--- config.mk ---
export PLATFORM = sky130hd
export DESIGN_NAME = cfl_timestep_min_reduce_flat
export DESIGN_NICKNAME = d
export VERILOG_FILES = /design/src/cfl_pkg.sv /design/src/cfl_if.sv /design/src/cfl_cmpsub.sv /design/src/cfl_timestep_min_reduce.sv /design/src/flat_wrapper.sv
export SDC_FILE = /design/constraint.sdc
export NUM_CORES = 2
export LEC_CHECK = 0
export BUFFER_PORTS_ARGS = -buffer_cell sky130_fd_sc_hd__buf_2
export CORE_MARGIN = 4
export CORE_UTILIZATION = 65
export DETAILED_ROUTE_END_ITERATION = 16
export HOLD_SLACK_MARGIN = 0.12
export MAX_ROUTING_LAYER = met4
export PLACE_DENSITY = 0.81
export SYNTH_ARGS = -nofsm -noshare
export SYNTH_HDL_FRONTEND = slang
export SYNTH_SLANG_ARGS = --single-unit
--- constraint.sdc ---
create_clock -name clock -period 16.25 [get_ports clock]
set_input_delay 3.25 -clock clock [delete_from_list [all_inputs] [get_ports clock]]
set_output_delay 3.25 -clock clock [all_outputs]
set_load 0.03 [all_outputs]
--- src/cfl_pkg.sv ---
`timescale 1ns / 1ps
// ----------------------------------------------------------------------------
// CFL step package
// Widths, register indexes and the shared compare/subtract result type.
// ----------------------------------------------------------------------------
package cfl_pkg;

   localparam int unsigned DataW = 32;
   localparam int unsigned UnitW = 64;
   localparam int unsigned CsrIdxW = 2;

   // Register indexes of the configuration port.
   localparam logic [CsrIdxW-1:0] CSR_CFL_FACTOR = 2'd0;
   localparam logic [CsrIdxW-1:0] CSR_MAX_STEP = 2'd1;
   localparam logic [CsrIdxW-1:0] CSR_SMALL_THRESHOLD = 2'd2;

   // Result of the shared compare/subtract unit.
   typedef struct packed {
      logic ge;
      logic [UnitW-1:0] diff;
   } cmp_res_type;

endpackage

--- src/cfl_if.sv ---
`timescale 1ns / 1ps
// ----------------------------------------------------------------------------
// CFL step channels
// Particle request channel and step response channel.
// ----------------------------------------------------------------------------
interface cfl_req_if;
   logic valid;
   logic ready;
   logic signed [31:0] vel_x;
   logic signed [31:0] vel_y;
   logic signed [31:0] vel_z;
   logic signed [31:0] acc_x;
   logic signed [31:0] acc_y;
   logic signed [31:0] acc_z;
   logic [4:0] level;
   logic last_item;

   modport source (output valid, vel_x, vel_y, vel_z, acc_x, acc_y, acc_z, level,
      last_item, input ready);
   modport sink (input valid, vel_x, vel_y, vel_z, acc_x, acc_y, acc_z, level,
      last_item, output ready);
endinterface

interface cfl_rsp_if;
   logic valid;
   logic ready;
   logic [31:0] min_step;

   modport source (output valid, min_step, input ready);
   modport sink (input valid, min_step, output ready);
endinterface

--- src/cfl_cmpsub.sv ---
`timescale 1ns / 1ps
// ----------------------------------------------------------------------------
// CFL shared compare/subtract unit
// One wide compare and subtract, used by both the square root and divider.
// ----------------------------------------------------------------------------
module cfl_cmpsub (
   input  logic [cfl_pkg::UnitW-1:0] op_a,
   input  logic [cfl_pkg::UnitW-1:0] op_b,
   output cfl_pkg::cmp_res_type      res
);
   import cfl_pkg::*;

   // The difference is only used when a is at or above b.
   always_comb begin
      res.ge = (op_a >= op_b);
      res.diff = op_a - op_b;
   end

endmodule

--- src/cfl_timestep_min_reduce.sv ---
`timescale 1ns / 1ps
// ----------------------------------------------------------------------------
// CFL time step minimum reduce
// Per particle, forms a step candidate per axis above threshold; keeps the minimum.
//
//   channel | dir | payload
//   req_ch  | in  | vel_x/y/z, acc_x/y/z, level, last_item
//   rsp_ch  | out | min_step (only after a last item)
//   csr_*   | in  | cfl_factor, max_step, small_threshold
//
// A particle is accepted in the idle state; then, per axis with acceleration
// above the small threshold: magnitudes, two multiplies, sum, a 32-bit square
// root, divide setup, a 48-bit divide and the fold into the minimum; with
// velocity only above it: magnitudes, divide, fold; with neither, a skip. A
// last item then posts its result. Root and divide share one compare/subtract
// unit. Reset is synchronous; running minimum resets to all ones. The request
// side is not ready while a particle is in work or a result is stuck.
// ----------------------------------------------------------------------------
module cfl_timestep_min_reduce (
   input  logic                          clock,
   input  logic                          reset,
   cfl_req_if.sink                       req_ch,
   cfl_rsp_if.source                     rsp_ch,
   input  logic                          csr_we,
   input  logic [cfl_pkg::CsrIdxW-1:0]   csr_index,
   input  logic [cfl_pkg::DataW-1:0]     csr_wdata
);
   import cfl_pkg::*;

   localparam logic [3:0] ST_IDLE = 4'd0;
   localparam logic [3:0] ST_MAG  = 4'd1;
   localparam logic [3:0] ST_MUL1 = 4'd2;
   localparam logic [3:0] ST_MUL2 = 4'd3;
   localparam logic [3:0] ST_SUM  = 4'd4;
   localparam logic [3:0] ST_SQRT = 4'd5;
   localparam logic [3:0] ST_DIVP = 4'd6;
   localparam logic [3:0] ST_DIV  = 4'd7;
   localparam logic [3:0] ST_UPD  = 4'd8;
   localparam logic [3:0] ST_NEXT = 4'd9;
   localparam logic [3:0] ST_DONE = 4'd10;

   logic [3:0]  state_ff;
   logic [15:0] cfl_ff;
   logic [31:0] max_ff;
   logic [15:0] thr_ff;
   logic [31:0] run_min_ff;
   logic        rsp_valid_ff;
   logic [31:0] rsp_data_ff;

   logic [31:0] vel_ff [3];
   logic [31:0] acc_ff [3];
   logic [4:0]  lvl_ff;
   logic        last_ff;
   logic [1:0]  axis_ff;

   logic [31:0] vm_ff;
   logic [31:0] am_ff;
   logic [63:0] prod_ff;
   logic [63:0] sq_ff;
   logic [63:0] rad_ff;
   logic [63:0] rem_ff;
   logic [31:0] root_ff;
   logic [47:0] num_ff;
   logic [62:0] den_ff;
   logic [47:0] quo_ff;
   logic [5:0]  cnt_ff;

   logic [31:0] vel_cur;
   logic [31:0] acc_cur;
   logic [31:0] vm_in;
   logic [31:0] am_in;
   logic [31:0] mul_x;
   logic [31:0] mul_y;
   logic [63:0] mul_p;
   logic [63:0] op_a;
   logic [63:0] op_b;
   cmp_res_type cmp;
   logic [31:0] cand;

   assign req_ch.ready = (state_ff == ST_IDLE);
   assign rsp_ch.valid = rsp_valid_ff;
   assign rsp_ch.min_step = rsp_data_ff;

   // Magnitudes of the current axis; the most negative value maps to 2^31.
   always_comb begin
      vel_cur = vel_ff[axis_ff];
      acc_cur = acc_ff[axis_ff];
      vm_in = vel_cur[31] ? (~vel_cur + 32'd1) : vel_cur;
      am_in = acc_cur[31] ? (~acc_cur + 32'd1) : acc_cur;
   end

   // Single multiplier: v*v first, then a*cfl.
   always_comb begin
      mul_x = (state_ff == ST_MUL1) ? vm_ff : am_ff;
      mul_y = (state_ff == ST_MUL1) ? vm_ff : {16'd0, cfl_ff};
      mul_p = {32'd0, mul_x} * {32'd0, mul_y};
   end

   // Operands of the shared unit: square root step or divide step.
   always_comb begin
      if (state_ff == ST_SQRT) begin
         op_a = {rem_ff[61:0], rad_ff[63:62]};
         op_b = {30'd0, root_ff, 2'b01};
      end else begin
         op_a = {rem_ff[62:0], num_ff[47]};
         op_b = {1'b0, den_ff};
      end
   end

   cfl_cmpsub u_cmpsub (
      .op_a (op_a),
      .op_b (op_b),
      .res  (cmp)
   );

   // Saturated candidate.
   assign cand = (quo_ff[47:32] != 16'd0) ? 32'hFFFF_FFFF : quo_ff[31:0];

   // Sequencer and datapath.
   always_ff @(posedge clock) begin
      if (reset) begin
         state_ff <= ST_IDLE;
         cfl_ff <= 16'd32768;
         max_ff <= 32'hFFFF_FFFF;
         thr_ff <= 16'd0;
         run_min_ff <= 32'hFFFF_FFFF;
         rsp_valid_ff <= 1'b0;
         axis_ff <= 2'd0;
         cnt_ff <= 6'd0;
      end else begin
         // The done state reloads the output register itself.
         if (rsp_valid_ff && rsp_ch.ready && (state_ff != ST_DONE)) begin
            rsp_valid_ff <= 1'b0;
         end
         unique case (state_ff)
            ST_IDLE: begin
               if (req_ch.valid) begin
                  vel_ff[0] <= req_ch.vel_x;
                  vel_ff[1] <= req_ch.vel_y;
                  vel_ff[2] <= req_ch.vel_z;
                  acc_ff[0] <= req_ch.acc_x;
                  acc_ff[1] <= req_ch.acc_y;
                  acc_ff[2] <= req_ch.acc_z;
                  lvl_ff <= req_ch.level;
                  last_ff <= req_ch.last_item;
                  axis_ff <= 2'd0;
                  state_ff <= ST_MAG;
               end
            end
            ST_MAG: begin
               vm_ff <= vm_in;
               am_ff <= am_in;
               rem_ff <= 64'd0;
               root_ff <= 32'd0;
               quo_ff <= 48'd0;
               cnt_ff <= 6'd0;
               if (am_in > {16'd0, thr_ff}) begin
                  state_ff <= ST_MUL1;
               end else if (vm_in > {16'd0, thr_ff}) begin
                  num_ff <= {16'd0, cfl_ff, 16'd0};
                  den_ff <= {31'd0, vm_in} << lvl_ff;
                  state_ff <= ST_DIV;
               end else begin
                  state_ff <= ST_NEXT;
               end
            end
            ST_MUL1: begin
               prod_ff <= mul_p;
               state_ff <= ST_MUL2;
            end
            ST_MUL2: begin
               sq_ff <= prod_ff;
               prod_ff <= mul_p;
               state_ff <= ST_SUM;
            end
            ST_SUM: begin
               rad_ff <= sq_ff + ({15'd0, prod_ff[47:0], 1'b0} >> lvl_ff);
               state_ff <= ST_SQRT;
            end
            ST_SQRT: begin
               // Two radicand bits per step, one root bit out.
               rad_ff <= {rad_ff[61:0], 2'b00};
               if (cmp.ge) begin
                  rem_ff <= cmp.diff;
                  root_ff <= {root_ff[30:0], 1'b1};
               end else begin
                  rem_ff <= op_a;
                  root_ff <= {root_ff[30:0], 1'b0};
               end
               cnt_ff <= cnt_ff + 6'd1;
               if (cnt_ff == 6'd31) begin
                  state_ff <= ST_DIVP;
               end
            end
            ST_DIVP: begin
               num_ff <= {root_ff - vm_ff, 16'd0};
               den_ff <= {31'd0, am_ff};
               rem_ff <= 64'd0;
               cnt_ff <= 6'd0;
               state_ff <= ST_DIV;
            end
            ST_DIV: begin
               // Restoring divide, one quotient bit per step.
               num_ff <= {num_ff[46:0], 1'b0};
               if (cmp.ge) begin
                  rem_ff <= cmp.diff;
                  quo_ff <= {quo_ff[46:0], 1'b1};
               end else begin
                  rem_ff <= op_a;
                  quo_ff <= {quo_ff[46:0], 1'b0};
               end
               cnt_ff <= cnt_ff + 6'd1;
               if (cnt_ff == 6'd47) begin
                  state_ff <= ST_UPD;
               end
            end
            ST_UPD: begin
               if (cand < run_min_ff) begin
                  run_min_ff <= cand;
               end
               state_ff <= ST_NEXT;
            end
            ST_NEXT: begin
               if (axis_ff == 2'd2) begin
                  state_ff <= last_ff ? ST_DONE : ST_IDLE;
               end else begin
                  axis_ff <= axis_ff + 2'd1;
                  state_ff <= ST_MAG;
               end
            end
            ST_DONE: begin
               // Wait for the output register to free up.
               if (!rsp_valid_ff || rsp_ch.ready) begin
                  rsp_valid_ff <= 1'b1;
                  rsp_data_ff <= run_min_ff;
                  run_min_ff <= max_ff;
                  state_ff <= ST_IDLE;
               end
            end
            default: begin
               state_ff <= ST_IDLE;
            end
         endcase

         // Register writes; a new maximum restarts the reduction.
         if (csr_we) begin
            unique case (csr_index)
               CSR_CFL_FACTOR: cfl_ff <= csr_wdata[15:0];
               CSR_MAX_STEP: begin
                  max_ff <= csr_wdata;
                  run_min_ff <= csr_wdata;
               end
               CSR_SMALL_THRESHOLD: thr_ff <= csr_wdata[15:0];
               default: begin
               end
            endcase
         end
      end
   end

   // An accepted word leaves the request side busy.
   a_busy_after_accept: assert property (@(posedge clock) disable iff (reset)
      (req_ch.valid && req_ch.ready) |=> !req_ch.ready)
      else $error("request accepted twice in a row");

   // A new result only appears from the final state.
   a_rsp_from_done: assert property (@(posedge clock) disable iff (reset)
      $rose(rsp_valid_ff) |-> $past(state_ff) == ST_DONE)
      else $error("result raised outside done state");

   // The running minimum never exceeds the bound.
   a_min_bounded: assert property (@(posedge clock) disable iff (reset)
      run_min_ff <= max_ff)
      else $error("running minimum above max step");

   // The step counter stays within the longest sweep.
   a_cnt_range: assert property (@(posedge clock) disable iff (reset)
      cnt_ff <= 6'd48)
      else $error("step counter out of range");

endmodule
--- src/flat_wrapper.sv ---
// flat-port wrapper written by rule: the top's interface ports become plain ports
module cfl_timestep_min_reduce_flat import cfl_pkg::*;
  (clock, reset, csr_we, csr_index, csr_wdata, req_ch_valid, req_ch_vel_x, req_ch_vel_y, req_ch_vel_z, req_ch_acc_x, req_ch_acc_y, req_ch_acc_z, req_ch_level, req_ch_last_item, req_ch_ready, rsp_ch_valid, rsp_ch_min_step, rsp_ch_ready);
  cfl_req_if req_ch_i ();
  cfl_rsp_if rsp_ch_i ();
  input  logic clock;
  input  logic reset;
  input  logic csr_we;
  input  logic [cfl_pkg::CsrIdxW-1:0] csr_index;
  input  logic [cfl_pkg::DataW-1:0] csr_wdata;
  input wire logic [$bits(req_ch_i.valid)-1:0] req_ch_valid;
  input wire logic [$bits(req_ch_i.vel_x)-1:0] req_ch_vel_x;
  input wire logic [$bits(req_ch_i.vel_y)-1:0] req_ch_vel_y;
  input wire logic [$bits(req_ch_i.vel_z)-1:0] req_ch_vel_z;
  input wire logic [$bits(req_ch_i.acc_x)-1:0] req_ch_acc_x;
  input wire logic [$bits(req_ch_i.acc_y)-1:0] req_ch_acc_y;
  input wire logic [$bits(req_ch_i.acc_z)-1:0] req_ch_acc_z;
  input wire logic [$bits(req_ch_i.level)-1:0] req_ch_level;
  input wire logic [$bits(req_ch_i.last_item)-1:0] req_ch_last_item;
  output wire logic [$bits(req_ch_i.ready)-1:0] req_ch_ready;
  output wire logic [$bits(rsp_ch_i.valid)-1:0] rsp_ch_valid;
  output wire logic [$bits(rsp_ch_i.min_step)-1:0] rsp_ch_min_step;
  input wire logic [$bits(rsp_ch_i.ready)-1:0] rsp_ch_ready;
  assign req_ch_i.valid = req_ch_valid;
  assign req_ch_i.vel_x = req_ch_vel_x;
  assign req_ch_i.vel_y = req_ch_vel_y;
  assign req_ch_i.vel_z = req_ch_vel_z;
  assign req_ch_i.acc_x = req_ch_acc_x;
  assign req_ch_i.acc_y = req_ch_acc_y;
  assign req_ch_i.acc_z = req_ch_acc_z;
  assign req_ch_i.level = req_ch_level;
  assign req_ch_i.last_item = req_ch_last_item;
  assign req_ch_ready = req_ch_i.ready;
  assign rsp_ch_valid = rsp_ch_i.valid;
  assign rsp_ch_min_step = rsp_ch_i.min_step;
  assign rsp_ch_i.ready = rsp_ch_ready;
  cfl_timestep_min_reduce u_core (.clock(clock), .reset(reset), .req_ch(req_ch_i), .rsp_ch(rsp_ch_i), .csr_we(csr_we), .csr_index(csr_index), .csr_wdata(csr_wdata));
endmodule
# Word level (Yosys, flattened, before mapping)
# Memory sizes are Yosys's and may differ from the RTL's. A register that Yosys moved wholly into a read port is not among the register bits.
# Index checks and enable logic that the tools add are counted.
[op_classes] n_bitwise=3 n_addsub=7 reduce_logical=33 order_cmp=4 multipliers=1 shift=2 muxes=49 n_eq_ne=23
[op_table] cell="32-bit two-way mux" count=9
[op_table] cell="63-bit two-way mux" count=4
[op_table] cell="63-bit case mux with 2 select lines" count=2
[op_table] cell="48-bit case mux with 3 select lines" count=1
[op_table] cell="32-bit case mux with 2 select lines" count=2
[op_table] cell="64-bit case mux with 2 select lines" count=1
[op_table] cell="48-bit two-way mux" count=2
[op_table] cell="48-bit case mux with 2 select lines" count=1
[op_table] cell="32-bit by 1-bit adder with 32-bit output (second input constant)" count=2
[op_table] cell="64-bit adder" count=1
[op_table] cell="64-bit by 63-bit >= comparator with 1-bit output" count=1
[op_table] cell="32-bit by 16-bit greater-than comparator with 1-bit output" count=2
[op_table] cell="32-bit by 32-bit multiplier with 64-bit output" count=1
[op_table] cell="64-bit two-way mux" count=1
[op_table] cell="32-bit inverter" count=2
[op_table] cell="49-bit by 5-bit right shift with 64-bit output" count=1
[op_table] cell="32-bit by 5-bit << shifter with 63-bit output" count=1
[op_table] cell="63-bit subtractor" count=1
[op_table] cell="4-bit case mux with 11 select lines" count=1
[op_table] cell="32-bit < comparator" count=1
[op_table] cell="4-bit two-way mux" count=8
[op_table] cell="32-bit subtractor" count=1
[op_table] cell="2-bit AND reduction" count=10
[op_table] cell="4-bit by 3-bit == test with 1-bit output (second input constant)" count=4
[op_table] cell="other kinds (28)" count=62
[totals] input_bits=237 word_cells=145 out_inout_bits=34 register_bits=657 n_memories=2 ramBits=192
[mem_list] memory="u_core.acc_ff" depth=3 width=32 read_ports=1 rd_clocked_by_memory_dff=1 write_ports=3 line="cfl_timestep_min_reduce.sv:51" rtl="logic [31:0] acc_ff [3];"
[mem_list] memory="u_core.vel_ff" depth=3 width=32 read_ports=1 rd_clocked_by_memory_dff=1 write_ports=3 line="cfl_timestep_min_reduce.sv:50" rtl="logic [31:0] vel_ff [3];"

# Logic depth before layout (Yosys ltp)
[logic_depth] depth_word=7 mapped_depth=36 ltp_nobuf=32

# Modules after synthesis
# A second synthesis with hierarchy kept.
[unflattened] hier_cells=8689 hier_area_um2=81889.8
[by_module_without_submodules] mod="cfl_timestep_min_reduce" cells_each=8009 n_inst=1 area_per_inst_um2=77365.4 seq_area_each_um2=23963.0
[by_module_without_submodules] mod="cfl_cmpsub" cells_each=680 n_inst=1 area_per_inst_um2=4524.3 seq_area_each_um2=0.0

# Least setup slack after synthesis
# OpenSTA, ideal clock, no wires.
[synth_timing] path_kind="input to register" startpoint="input port reset" endpoint="memory u_core.acc_ff[0][0] (enable)" t_required_ns=15.503 path_slack_ns=3.872 setup_ns=0.747 arrival_ns=11.631 path_stages=3 path_cell_list="clkbuf_1 > clkbuf_1 > nor2_1"
[synth_rtl] element="from (decl)" line="flat_wrapper.sv:7" rtl="input logic reset;"
[synth_rtl] element="to (decl)" line="cfl_timestep_min_reduce.sv:51"

# Final worst setup path
[layout_timing] startpoint="register u_core.state_ff[3]" endpoint="register u_core.prod_ff[63], data pin"
[layout_between] elab_chain_len=3 elab_cells_between_ends=4
[layout_lines] element="from (decl)" line="cfl_timestep_min_reduce.sv:42" rtl="logic [3:0] state_ff;"
[layout_lines] element="from (signal assigned)" line="cfl_timestep_min_reduce.sv:225" rtl="state_ff <= last_ff ? ST_DONE : ST_IDLE;"
[layout_lines] element="4-bit by 2-bit == test with 1-bit output *" line="cfl_timestep_min_reduce.sv:94, cfl_timestep_min_reduce.sv:95"
[layout_lines] element="32-bit two-way mux (on tied branches)" line="cfl_timestep_min_reduce.sv:94, cfl_timestep_min_reduce.sv:95"
[layout_lines] element="32-bit by 32-bit multiplier with 64-bit output *" line="cfl_timestep_min_reduce.sv:96" rtl="mul_p = {32'd0, mul_x} * {32'd0, mul_y};"
[layout_lines] element="net u_core.mul_p[63]" line="cfl_timestep_min_reduce.sv:74" rtl="logic [63:0] mul_p;"
[layout_lines] element="to (signal assigned)" line="cfl_timestep_min_reduce.sv:168" rtl="prod_ff <= mul_p;"
[layout_lines] element="to (signal assigned)" line="cfl_timestep_min_reduce.sv:173" rtl="prod_ff <= mul_p;"
[layout_lines] element="to (decl)" line="cfl_timestep_min_reduce.sv:58" rtl="logic [63:0] prod_ff;"
# Mark *: on every way through the listed nets, which the timed path passes. The rest lies on a longest branch.
# A chain may end at the register's enable or synchronous reset.

==> results_dict.tcl <==
set metrics [dict create \
    period_share_pct 71.6 \
    hold_class "reg2reg" \
    place_area_um2 82900 \
    critical_path_buf_inv_count 5 \
    yosys-top-cells-area "edfxtp_1 27%, fa_1 22%, ha_1 7.4%, nand2_1 5.7%, inv_1 4.9%" \
    totalWireLength_um 282000 \
    port_buffers 270 \
    area_delta_synth_final_pct 7.65 \
    yosysMostFrequentCell "nand2_1" \
    use_met1_pct 54.6 \
    critPathSlowestCell "a21oi_2" \
    yosys_warnings 0 \
    hold_buffers 0 \
    worstPathMaxFanout 121 \
    avgSynthCellArea_um2 9.56 \
    synth_cell_type_count 102 \
    min_from "u_core.prod_ff[57]$_DFFE_PP_" \
    p_leak_nw 38.3 \
    path_depth 29 \
    grt_pass1_vias 65931 \
    clock-sinks 835 \
    gp_congestion 1.10 \
    end_kind "flip-flop" \
    drt_pass1_iterations 7 \
    required_ns 16.67 \
    ios 271 \
    yosysSeqAreaShare_pct 30.0 \
    synth_top_area_share_pct 27.2 \
    die_w_um 359 \
    grt_start_max_net_pins 122 \
    cap_violations 0 \
    clockBufferDepth 3 \
    drt_iter0_drc 8710 \
    synth_edf_count 724 \
    status "finished clean" \
    insertion_delay_ns 0.76 \
    fin_area_um2 86000 \
    grt_pass1_wl_um 415000 \
    rows 128 \
    ant_nets 0 \
    async_flop_share_pct 0 \
    critPathMaxStageDelay_ns 1.03 \
    die_area_um2 129000 \
    clock.fmax_mhz 86.0 \
    reg2reg_depth 29 \
    postSynthCellCount 8359 \
    final.min_clock_period_ns 11.63 \
    yosys_register_bits 835 \
    htreeDepth 3 \
    gr-max-usage-layer "met2" \
    yosysTopAreaCell "edfxtp_1" \
    synth_fp_nets 9967 \
    core_area_um2 122000 \
    worst-setup-path-type "reg2reg" \
    fin_skew_ns 0.0871 \
    clockRootBuffer "clkbuf_16" \
    r2r_start "u_core.state_ff[3]$_SDFFE_PP0P_" \
    grt_usage_pct 45.2 \
    final_nets 10048 \
    worstHoldPathCells 0 \
    fp.dieH_um 359 \
    r2r_end "u_core.prod_ff[63]$_DFFE_PP_" \
    cts-resized-gates 0 \
    final_hold_viol_count 0 \
    slew_viol_final 0 \
    finalSetupViolations 0 \
    hold_path_end "u_core.sq_ff[57]$_DFFE_PP_" \
    setup_total_negative_slack_ns 0 \
    drive_gt1_share_pct 9.18 \
    postCtsSetupRepairBufs 0 \
    vias_per_cell 6.46 \
    ir_drop_mv 0.276 \
    grt_overflow_total 0 \
    dp.final_hpwl_um 219000 \
    grt_use_met2_pct 66.8 \
    drc 0 \
    wl_per_cell_um 27.7 \
    numCtsBuffers 90 \
    antenna_found_initial 47 \
    synthFlopType "edfxtp_1" \
    reg2reg_slack_ns 4.62 \
    critPathLaunchType "flip-flop" \
    synth_common_cells "1205 x nand2_1, 1034 x inv_1, 898 x fa_1" \
    use_met3_pct 13.6 \
    worstSetupStartpoint "u_core.state_ff[3]$_SDFFE_PP0P_" \
    critical_path_arrival_ns 12.06 \
    rsz0062_at_grt "false" \
    worstMarginPinSlew_ns 1.41 \
    via_count 65831 \
    power.density_nw_per_um2 164 \
    timing.critical_path.mode_cell "fa_1" \
    path_delay_family "adder cells" \
    relSlewSlack_pct 5.94 \
    clk_pin_slew_ns 0.07 \
    syn_area_um2 79900 \
    cts_tree "built" \
    initial_core_util_pct 65.6 \
]
-- routing by layer --
metal / share of wire, % / vias up / routed length [µm]
met5: 0 / - / 0
met4: 8.0 / 0 / 22500
met3: 13 / 1163 / 35400
met2: 44 / 4593 / 124000
met1: 35 / 32076 / 99700
li1: - / 27999 / -
-- state kept, by name, summed over array words and instances (netlist names), 5 cells and up, named ones only --
signal                  flops
u_core.vel_ff              96
u_core.run_min_ff          32
u_core.den_ff              63
u_core.sq_ff               64
u_core.lvl_ff               5
u_core.root_ff             32
u_core.acc_ff              96
u_core.quo_ff              48
u_core.cfl_ff              16
u_core.am_ff               32
u_core.thr_ff              16
u_core.prod_ff             64
u_core.rad_ff              64
u_core.rem_ff              63
u_core.rsp_ch.min_step     32
u_core.num_ff              32
u_core.max_ff              32
u_core.vm_ff               32
u_core.cnt_ff               6
-- where the power goes --
part	internal, mW	total, mW	switching (mW)
sequential	2.76	3.00	0.237
combinational	3.06	8.99	5.93
clock	1.16	2.11	0.952
-- metrics by stage --
stage	util (%)	setup slack, ns	hold WS, ns	total power [mW]	cells
floorplan	-	3.87	0.400	8.23	8359
global placement	68.0	5.10	0.402	11.6	9971
detailed placement	68.0	4.88	0.406	11.7	9973
CTS	70.5	4.83	0.380	13.8	10140
global route	70.6	4.06	0.392	14.8	10189
finish	70.6	4.62	0.386	14.1	10194
-- layout make-up --
type	count	area, µm²
multi-input combinational	6053	50500
fill	9141	35900
sequential	835	24000
inverter	1049	3940
timing repair buffer	411	2460
clock buffer	118	2420
tap	1625	2030
clock inverter	49	527
antenna	54	135
-- worst max path at each step --
| stage | end | slack [ns] |
|---|---|---|
| 6_report | u_core.prod_ff[63]$_DFFE_PP_ | 4.62 |
| 5_1_grt | u_core.prod_ff[63]$_DFFE_PP_ | 4.06 |
| 4_1_cts | u_core.prod_ff[63]$_DFFE_PP_ | 4.83 |
| 3_5_place_dp | u_core.prod_ff[63]$_DFFE_PP_ | 4.88 |
| 3_3_place_gp | u_core.prod_ff[63]$_DFFE_PP_ | 5.10 |
| 2_1_floorplan | u_core.acc_ff[0][0]$_DFFE_PP_ | 3.87 |
-- layout by cell type (no fill, tap or decap), types with 74 or more instances in the layout --
| master | instances |
|---|---|
| nand2_1 | 1203 |
| inv_1 | 1032 |
| fa_1 | 898 |
| nor2_1 | 845 |
| edfxtp_1 | 724 |
| a21oi_1 | 503 |
| ha_1 | 473 |
| buf_2 | 269 |
| o21ai_0 | 238 |
| a21o_1 | 159 |
| xnor2_1 | 154 |
| mux2i_1 | 150 |
| buf_4 | 139 |
| and2_1 | 126 |
| xor2_1 | 111 |
| dfxtp_1 | 109 |
| nor3_1 | 103 |
| clkbuf_16 | 90 |
| nand3_1 | 76 |
| nand2b_1 | 74 |
-- kinds of logic after synthesis --
kind of cell / count (synthesis) / synth area share (%)
compound gates: 1362 / 10.6
xor+xnor: 270 / 3.01
fa+ha+maj: 1371 / 29.9
buf+inv: 1471 / 7.05
flops: 835 / 30.0
mux: 273 / 4.22
other cells: 1 / 0.00469
simple gates: 2776 / 15.2
Note: power is estimated with default switching activity, not from simulation.
